--- config.mk ---
export PLATFORM = sky130hd
export DESIGN_NAME = virtual_link_bag_and_frame_sizer
export DESIGN_NICKNAME = d
export VERILOG_FILES = /design/src/hdl/vlbs_pkg.sv /design/src/hdl/virtual_link_bag_and_frame_sizer.sv /design/src/hdl/vlbs_ctrl.sv /design/src/hdl/vlbs_dp.sv
export SDC_FILE = /design/constraint.sdc
export NUM_CORES = 1
export LEC_CHECK = 0
export BUFFER_PORTS_ARGS = -buffer_cell sky130_fd_sc_hd__buf_2
export CORE_ASPECT_RATIO = 1.4
export CORE_UTILIZATION = 30
export CTS_BUF_LIST = sky130_fd_sc_hd__clkbuf_8 sky130_fd_sc_hd__clkbuf_16
export DETAILED_ROUTE_END_ITERATION = 6
export HOLD_SLACK_MARGIN = 0.12
export PLACE_DENSITY = 0.45
export SLEW_MARGIN = 0
export SYNTH_ARGS = -nofsm -noshare
export SYNTH_HDL_FRONTEND = slang
export SYNTH_SLANG_ARGS = --single-unit
--- constraint.sdc ---
create_clock -name i_clk -period 14 [get_ports i_clk]
set_input_delay 2.8 -clock i_clk [delete_from_list [all_inputs] [get_ports i_clk]]
set_output_delay 2.8 -clock i_clk [all_outputs]
set_load 0.05 [all_outputs]
--- src/hdl/vlbs_pkg.sv ---
// Package: shared types and constants of the virtual link BAG and frame sizer.
`timescale 1ns / 1ps
`default_nettype none
package vlbs_pkg;

    localparam int ONE_FRAME_PAYLOAD = 1471;
    localparam int FRAME_OVERHEAD    = 47;
    localparam int MIN_FRAME_LEN     = 64;
    localparam int TOP_GAP           = 128;
    localparam int GAP_STEPS         = 8;
    localparam int RECIP_SHIFT       = 26;
    localparam int CEIL_RECIP        = (1 << RECIP_SHIFT) / ONE_FRAME_PAYLOAD;
    localparam int DIV_STEPS         = 17;

    typedef struct packed {
        logic [15:0] msg_bytes;
        logic [15:0] period_ms;
        logic [15:0] latency_limit;
        logic [15:0] jitter_limit;
    } t_in;

    typedef struct packed {
        logic        ok;
        logic [15:0] frame_count;
        logic [10:0] max_frame_len;
        logic [7:0]  gap_ms;
    } t_out;

    typedef struct packed {
        logic load;
        logic mul;
        logic minq;
        logic step;
        logic fin;
        logic div;
    } t_cmd;

    typedef struct packed {
        logic last_step;
        logic div_done;
    } t_sts;

endpackage
`default_nettype wire

--- src/hdl/virtual_link_bag_and_frame_sizer.sv ---
// Top level: virtual link BAG and frame sizer with registered result.
//
// Input channel: i_in_valid / o_in_stall carry one flow description (message
// size, period, latency limit, jitter limit) per transaction in i_in.
// Output channel: o_out_valid / i_out_stall carry one result per input
// transaction in o_out: ok, frame count, maximum frame length and BAG.
// Every input transaction yields exactly one output transaction.
// Steps in order: capture, a reciprocal multiply and correction for the least
// frame count, eight BAG search steps from 128 down to 1, and a 17-step
// restoring divider for the frame length.
// o_in_stall is high while an item is in work. A finished result waits in
// its final step until the output register is free; the block accepts the
// next item as soon as the result moves into the output register, even if
// the receiver keeps stalling. A stalled output holds its payload.
// Reset (synchronous, active low) returns the controller to idle and clears
// the output valid; no memories need clearing.
`timescale 1ns / 1ps
`default_nettype none
module virtual_link_bag_and_frame_sizer (
    input  wire                i_clk,
    input  wire                i_rst_n,
    input  wire                i_in_valid,
    output logic               o_in_stall,
    input  wire vlbs_pkg::t_in i_in,
    output logic               o_out_valid,
    input  wire                i_out_stall,
    output vlbs_pkg::t_out     o_out
);

    vlbs_pkg::t_cmd cmd;
    vlbs_pkg::t_sts sts;
    vlbs_pkg::t_out res;
    logic           busy;
    logic           out_load;
    logic           out_free;
    logic           r_out_valid;
    vlbs_pkg::t_out r_out;

    assign out_free = !r_out_valid || !i_out_stall;

    vlbs_ctrl u_ctrl (
        .i_clk      (i_clk),
        .i_rst_n    (i_rst_n),
        .i_in_valid (i_in_valid),
        .i_out_free (out_free),
        .i_sts      (sts),
        .o_cmd      (cmd),
        .o_busy     (busy),
        .o_out_load (out_load)
    );

    vlbs_dp u_dp (
        .i_clk (i_clk),
        .i_cmd (cmd),
        .i_in  (i_in),
        .o_sts (sts),
        .o_res (res)
    );

    always_ff @(posedge i_clk) begin
        if (!i_rst_n) begin
            r_out_valid <= 1'b0;
        end else if (out_load) begin
            r_out_valid <= 1'b1;
        end else if (!i_out_stall) begin
            r_out_valid <= 1'b0;
        end
    end

    always_ff @(posedge i_clk) begin
        if (out_load) begin
            r_out <= res;
        end
    end

    assign o_in_stall  = busy;
    assign o_out_valid = r_out_valid;
    assign o_out       = r_out;

    a_fail_zero: assert property (@(posedge i_clk) disable iff (!i_rst_n)
        (o_out_valid && !o_out.ok) |->
        (o_out.frame_count == 16'd0 && o_out.max_frame_len == 11'd0 && o_out.gap_ms == 8'd0))
        else $error("failed result carries nonzero fields");

    a_gap_pow2: assert property (@(posedge i_clk) disable iff (!i_rst_n)
        (o_out_valid && o_out.ok) |-> ($onehot(o_out.gap_ms) && o_out.frame_count != 16'd0))
        else $error("sized result without single-bit gap or with zero frames");

    a_busy_after_accept: assert property (@(posedge i_clk) disable iff (!i_rst_n)
        (i_in_valid && !o_in_stall) |=> o_in_stall)
        else $error("input taken while previous transaction still in work");

    a_load_free: assert property (@(posedge i_clk) disable iff (!i_rst_n)
        out_load |-> out_free)
        else $error("result loaded over a stalled output");

endmodule
`default_nettype wire

--- src/hdl/vlbs_ctrl.sv ---
// Controller: sequences capture, search, divide and result hand-off.
`timescale 1ns / 1ps
`default_nettype none
module vlbs_ctrl (
    input  wire                 i_clk,
    input  wire                 i_rst_n,
    input  wire                 i_in_valid,
    input  wire                 i_out_free,
    input  wire vlbs_pkg::t_sts i_sts,
    output vlbs_pkg::t_cmd      o_cmd,
    output logic                o_busy,
    output logic                o_out_load
);

    localparam logic [2:0] S_IDLE   = 3'd0;
    localparam logic [2:0] S_MUL    = 3'd1;
    localparam logic [2:0] S_MINQ   = 3'd2;
    localparam logic [2:0] S_SEARCH = 3'd3;
    localparam logic [2:0] S_FIN    = 3'd4;
    localparam logic [2:0] S_DIV    = 3'd5;
    localparam logic [2:0] S_DONE   = 3'd6;

    logic [2:0] r_state;
    logic [2:0] n_state;

    always_comb begin
        n_state    = r_state;
        o_cmd      = '0;
        o_out_load = 1'b0;
        unique case (r_state)
            S_IDLE: begin
                if (i_in_valid) begin
                    o_cmd.load = 1'b1;
                    n_state    = S_MUL;
                end
            end
            S_MUL: begin
                o_cmd.mul = 1'b1;
                n_state   = S_MINQ;
            end
            S_MINQ: begin
                o_cmd.minq = 1'b1;
                n_state    = S_SEARCH;
            end
            S_SEARCH: begin
                o_cmd.step = 1'b1;
                if (i_sts.last_step) begin
                    n_state = S_FIN;
                end
            end
            S_FIN: begin
                o_cmd.fin = 1'b1;
                n_state   = S_DIV;
            end
            S_DIV: begin
                if (i_sts.div_done) begin
                    n_state = S_DONE;
                end else begin
                    o_cmd.div = 1'b1;
                end
            end
            S_DONE: begin
                if (i_out_free) begin
                    o_out_load = 1'b1;
                    n_state    = S_IDLE;
                end
            end
            default: n_state = S_IDLE;
        endcase
    end

    always_ff @(posedge i_clk) begin
        if (!i_rst_n) begin
            r_state <= S_IDLE;
        end else begin
            r_state <= n_state;
        end
    end

    assign o_busy = (r_state != S_IDLE);

endmodule
`default_nettype wire

--- src/hdl/vlbs_dp.sv ---
// Datapath: operand registers, gap search, frame count bound and length divider.
`timescale 1ns / 1ps
`default_nettype none
module vlbs_dp (
    input  wire                 i_clk,
    input  wire vlbs_pkg::t_cmd i_cmd,
    input  wire vlbs_pkg::t_in  i_in,
    output vlbs_pkg::t_sts      o_sts,
    output vlbs_pkg::t_out      o_res
);

    function automatic logic many_jit_ok(
        input logic [15:0]        n,
        input logic [2:0]         sh,
        input logic signed [17:0] d,
        input logic [15:0]        sig,
        input logic               sig_pos
    );
        logic signed [26:0] nk;
        logic signed [26:0] n2k;
        logic signed [26:0] dd;
        logic signed [26:0] sd;
        nk  = $signed({11'd0, n}) <<< sh;
        n2k = (($signed({11'd0, n}) <<< 1) - 27'sd1) <<< sh;
        dd  = $signed({{9{d[17]}}, d});
        sd  = dd + $signed({11'd0, sig});
        return !sig_pos || (nk <= dd) || (n2k <= sd);
    endfunction

    logic [15:0] r_size;
    logic [15:0] r_period;
    logic [15:0] r_lat;
    logic [15:0] r_jit;
    logic [32:0] r_prod;
    logic [5:0]  r_min_n;
    logic [15:0] r_max_n;
    logic [2:0]  r_k_idx;
    logic        r_found;
    logic        r_fail;
    logic [15:0] r_n;
    logic [7:0]  r_gap;
    logic [15:0] r_rem;
    logic [16:0] r_quo;
    logic [4:0]  r_dcnt;

    logic               one_frame;
    logic [16:0]        x_ceil;
    logic [6:0]         q0;
    logic [6:0]         q1;
    logic [16:0]        q1_mul;
    logic [5:0]         min_n_c;
    logic [15:0]        max_n_c;
    logic signed [17:0] d;
    logic [15:0]        sig;
    logic               sig_pos;
    logic [7:0]         k;
    logic signed [19:0] d20;
    logic signed [19:0] k20;
    logic signed [19:0] l20;
    logic               of_pass;
    logic [15:0]        cand_p;
    logic [16:0]        cs;
    logic [15:0]        cand;
    logic               in_b;
    logic               mj;
    logic               fb_ok;
    logic [15:0]        n_div;
    logic [16:0]        trial;
    logic [16:0]        diff;
    logic               ge;
    logic [10:0]        len1;
    logic               ok;

    assign one_frame = (r_size <= 16'(vlbs_pkg::ONE_FRAME_PAYLOAD));
    assign x_ceil    = {1'b0, r_size} + 17'(vlbs_pkg::ONE_FRAME_PAYLOAD - 1);
    assign q0        = r_prod[vlbs_pkg::RECIP_SHIFT +: 7];
    assign q1        = q0 + 7'd1;
    assign q1_mul    = 17'(q1 * vlbs_pkg::ONE_FRAME_PAYLOAD);
    assign min_n_c   = (q1_mul <= x_ceil) ? q1[5:0] : q0[5:0];
    assign max_n_c   = ((r_lat != 16'd0) && (r_lat < r_period)) ? r_lat : r_period;

    assign d       = $signed({2'b00, r_period}) - $signed({2'b00, r_jit});
    assign sig     = r_lat - 16'd1;
    assign sig_pos = (r_lat > 16'd1);
    assign k       = 8'd1 << r_k_idx;

    assign d20     = $signed({{2{d[17]}}, d});
    assign k20     = $signed({12'd0, k});
    assign l20     = $signed({4'd0, r_lat});
    assign of_pass = ({8'd0, k} <= r_period) &&
                     ((r_lat == 16'd0) || (k20 <= d20) || ((k20 - d20) <= (l20 - 20'sd1)));

    assign cand_p = r_period >> r_k_idx;
    assign cs     = {1'b0, sig >> r_k_idx} + 17'd1;
    assign cand   = (sig_pos && (cs < {1'b0, cand_p})) ? cs[15:0] : cand_p;
    assign in_b   = ({10'd0, r_min_n} <= cand) && (cand <= r_max_n);
    assign mj     = many_jit_ok(cand, r_k_idx, d, sig, sig_pos);
    assign fb_ok  = many_jit_ok(r_max_n, 3'd0, d, sig, sig_pos);
    assign n_div  = r_found ? r_n : r_max_n;

    assign trial = {r_rem, r_quo[16]};
    assign diff  = trial - {1'b0, r_n};
    assign ge    = (trial >= {1'b0, r_n});

    always_ff @(posedge i_clk) begin
        if (i_cmd.load) begin
            r_size   <= i_in.msg_bytes;
            r_period <= i_in.period_ms;
            r_lat    <= i_in.latency_limit;
            r_jit    <= i_in.jitter_limit;
            r_k_idx  <= 3'(vlbs_pkg::GAP_STEPS - 1);
            r_found  <= 1'b0;
            r_fail   <= 1'b0;
            r_n      <= 16'd0;
            r_gap    <= 8'd0;
        end
        if (i_cmd.mul) begin
            r_prod <= {16'd0, x_ceil} * 33'(vlbs_pkg::CEIL_RECIP);
        end
        if (i_cmd.minq) begin
            r_min_n <= min_n_c;
            r_max_n <= max_n_c;
            if (!one_frame && ((r_lat == 16'd1) || ({10'd0, min_n_c} > max_n_c))) begin
                r_fail <= 1'b1;
            end
        end
        if (i_cmd.step) begin
            r_k_idx <= r_k_idx - 3'd1;
            if (!r_found && !r_fail) begin
                if (one_frame) begin
                    if (of_pass) begin
                        r_found <= 1'b1;
                        r_n     <= 16'd1;
                        r_gap   <= k;
                    end
                end else if (in_b && mj) begin
                    r_found <= 1'b1;
                    r_n     <= cand;
                    r_gap   <= k;
                end else if (cand > r_max_n) begin
                    r_found <= 1'b1;
                    r_n     <= r_max_n;
                    r_gap   <= k;
                end
            end
        end
        if (i_cmd.fin) begin
            if (!one_frame && !r_found && !r_fail) begin
                if (fb_ok) begin
                    r_found <= 1'b1;
                    r_n     <= r_max_n;
                    r_gap   <= 8'd1;
                end else begin
                    r_fail <= 1'b1;
                end
            end
            r_rem  <= 16'd0;
            r_quo  <= {1'b0, r_size} + {1'b0, n_div} - 17'd1;
            r_dcnt <= 5'd0;
        end
        if (i_cmd.div) begin
            r_rem  <= ge ? diff[15:0] : trial[15:0];
            r_quo  <= {r_quo[15:0], ge};
            r_dcnt <= r_dcnt + 5'd1;
        end
    end

    assign o_sts.last_step = (r_k_idx == 3'd0);
    assign o_sts.div_done  = (r_dcnt == 5'(vlbs_pkg::DIV_STEPS));

    assign ok   = r_found && !r_fail;
    assign len1 = (r_size[10:0] + 11'(vlbs_pkg::FRAME_OVERHEAD) < 11'(vlbs_pkg::MIN_FRAME_LEN)) ?
                  11'(vlbs_pkg::MIN_FRAME_LEN) : r_size[10:0] + 11'(vlbs_pkg::FRAME_OVERHEAD);

    always_comb begin
        o_res = '0;
        if (ok) begin
            o_res.ok            = 1'b1;
            o_res.frame_count   = r_n;
            o_res.gap_ms        = r_gap;
            o_res.max_frame_len = one_frame ? len1 :
                                  r_quo[10:0] + 11'(vlbs_pkg::FRAME_OVERHEAD);
        end
    end

endmodule
`default_nettype wire

==> summary.md <==
| Metric | Value |
|---|---|
| Fin crit period | 11.91 ns |
| Final Hold Fails | 0 |
| Rows | 129 |
| Synth Flop Type | edfxtp_1 |
| Via count | 22227 |
| Tot GR Track Use | 20.4% |
| Io pins | 106 |
| Number of buffers created by CTS | 17 |
| Post-synthesis cell area | 0.0267 mm^2 |
| # DRC | 0 |
| Clk sinks | 200 |
| Yosys top cell area share | 22.1% |
| Die footprint | 0.0901 mm^2 |
| Routed vias/inst | 5.14 |
| Critical Path Slowest Stage Cell | o21ai_0 |
| Setup TNS | 0 ns |
| Syn avg cell area | 8.72 um^2 |
| Remaining Overflow, GRT | 0 |
| Largest cells by area after synthesis | ha_1 (22%), edfxtp_1 (19%), fa_1 (7.7%) |
| Die Y | 355 um |
| Max capacitance violation total | 0 |
| Ys async rst share | 0% |
| Worst R2R Setup Slack | 2.09 ns |
| Post-CTS setup buffers | 0 |
| Die width | 254 um |
| GP Congestion | 0.903 |
| RSZ-0062 raised after global routing | false |
| Mapped Cells | 3059 |
| Worst Setup EP | u_dp.r_n[13] |
| Antenna cell count | 0 |
| Detailed placement HPWL | 76900 um |
| Rel. slew slack | 23.5% |
| CTS H-tree lvls | 4 |
| Nets@finish | 3778 |
| Drt first-iter violations | 1332 |
| Max Slew Vio Count | 0 |
| Final setup violation count | 0 |
| Post-synth cell types | 96 |
| Crit path from | u_dp.r_lat[0] |
| Root buffer cell | clkbuf_16 |
| Dpl cells | 4296 |
| Clock tree from TritonCTS | yes |
| Initial core utilization | 30.2% |
| Worst r2r dst | u_dp.r_n[13] |
| Worst Reg-to-Reg Cells | 43 |
| # port buffers | 105 |
| Sequential area share after synthesis | 21.4% |
| Layout Skew | 0.0271 ns |
| Class of the worst hold path | flip-flop to flip-flop |
| Most frequent CP cell | a21o_1 |
| Antenna-violating nets left | 0 |
| Kind of critical path | flip-flop to flip-flop |
| Final Cycle Share | 85.1% |
| Total iterations of the first detailed-routing run | 5 |
| Area delta synth->final | 9.96% |
| Largest net degree at the start of global routing | 81 |
| Max FO, Critical Path | 24 |
| Initial antenna violation count | 1 |
| Post-CTS sizing | 0 |
| Final WL | 91300 um |
| Critical Path AT | 12.32 ns |
| Yosys top cell by area | ha_1 |
| CP Launch Type | flip-flop |
| Core Region | 0.0883 mm^2 |
| FMAX | 84.0 MHz |
| Clk slew on worst S/H paths | 0.09 ns |
| Worst Tran Pin Value | 1.14 ns |
| CTS Buffer Depth | 2 |
| CP peak stage delay | 0.81 ns |
| Post-synth EDFFs | 170 |
| Vias in the first global route | 21984 |
| Wire length of the first global-routing pass | 137000 um |
| Yosys warning total | 0 |
| Req. time, crit path | 14.41 ns |
| Flops & latches, synth | 200 |
| Fin cells | 4328 |
| Status | finished, final reports clean |
| PnR worst setup slack | 2.09 ns |
| Fill cells | 9390 |
| CP Capture Type | flip-flop |
| RR Startpoint | u_dp.r_lat[0] |
| Setup WS pre-CTS | 2.17 ns |
| Drt wl/cell | 21.1 um |
| CTS Hold Bufs | 0 |
| Clock Latency Late Sink | 0.52 ns |
| Share of post-route cells with drive strength above 1 | 8.54% |
## metal layers
metal  global-route usage, %  vias to the layer above  part of all wire (%)  routed length [um]
met3                    1.73                      111                   2.6                2420
met5                       0                        -                     0                   0
met1                    23.8                    10713                    41               37300
met2                    37.9                      469                    53               48300
li1                        -                    10934                     -                   -
met4                    8.01                        0                   3.6                3270
## worst min path at each step
stage,from,to,cells after the start
floorplan,u_dp.r_gap[2],u_dp.r_gap[2],2
global placement,u_dp.r_gap[4],u_dp.r_gap[4],2
detailed placement,u_dp.r_gap[2],u_dp.r_gap[2],2
CTS,u_dp.r_gap[2],u_dp.r_gap[2],2
global route,u_dp.r_gap[2],u_dp.r_gap[2],2
finish,u_dp.r_gap[2],u_dp.r_gap[2],2
## placed cells by master, fill, tap and decap left out, types with 56 or more instances in the layout
master    netlist  routed
mux2i_1        72      72
buf_2          15     105
edfxtp_1      170     170
nand2_1       159     159
ha_1          472     472
nand3_1        56      56
nor2_1        251     251
a21oi_1       179     177
fa_1          102     102
xnor2_1       116     116
inv_1         459     458
a21o_1         67      67
o21ai_0       147     146
## registers in the layout, summed over array words and instances (netlist names)
signal	flops
u_dp.r_quo	17
u_dp.r_period	16
u_dp.r_rem	16
u_ctrl.r_state	3
u_dp.r_dcnt	5
o_out	36
u_dp.r_lat	16
u_dp.r_size	16
u_dp.r_n	16
u_dp.r_max_n	16
u_dp.r_fail	1
u_dp.r_gap	8
o_out_valid	1
u_dp.r_k_idx	3
u_dp.r_prod	7
u_dp.r_jit	16
u_dp.r_min_n	6
u_dp.r_found	1
## cell families (layout without fill, tap and decap cells)
kind of cell | Yosys count | in the layout | synth area share (%)
other cells | 2 | 7 | 0.0282
fa+ha+maj | 574 | 574 | 29.8
xor+xnor | 164 | 164 | 5.41
simple gates | 761 | 761 | 13.9
mux | 100 | 100 | 4.09
flops | 200 | 200 | 21.4
compound gates | 697 | 697 | 17.3
buf+inv | 561 | 646 | 8.11
## area by class of cell
type | count | area, um^2 | area share [%]
Multi-Input combinational cell | 2303 | 18900 | 64.4
Sequential cell | 200 | 5710 | 19.5
Inverter | 461 | 1730 | 5.90
Tap cell | 1179 | 1480 | 5.03
Timing Repair Buffer | 153 | 886 | 3.02
Clock buffer | 17 | 425 | 1.45
Clock inverter | 15 | 216 | 0.738
## stage by stage
step	instance area, um^2	util [%]	hold slack [ns]
after floorplan	26700	-	0.443
after global placement	28700	32.5	0.450
after detailed placement	28700	32.5	0.455
after CTS	29300	33.2	0.468
after global routing	29300	33.2	0.486
final	29300	33.2	0.466
## cells in the mapped netlist, types with 23 or more instances
library cell,instances
ha_1,472
inv_1,459
nor2_1,251
a21oi_1,179
edfxtp_1,170
nand2_1,159
o21ai_0,147
xnor2_1,116
fa_1,102
mux2i_1,72
clkbuf_1,68
a21o_1,67
nand3_1,56
nor3_1,54
nand4_1,53
o21a_1,50
xor2_1,47
nor2b_1,42
a211oi_1,35
dfxtp_1,30
nand2b_1,30
and2_1,27
mux2_2,23
## critical path, delay by kind of cell (launching register included)
| kind | cells | cell delay [ns] |
|---|---|---|
| AOI/OAI and AO/OA | 24 | 6.08 |
| adders and majority gates | 4 | 1.26 |
| muxes | 3 | 0.43 |
| xor gates and xnor gates | 2 | 0.52 |
| buffers and inverters | 3 | 0.71 |
| and+or+nand+nor | 7 | 2.28 |
| DFF | 1 | 0.51 |
Power is left out: the tool's default activity adds up to more than one toggle a clock period on the data nets, which glitch-free logic cannot reach.
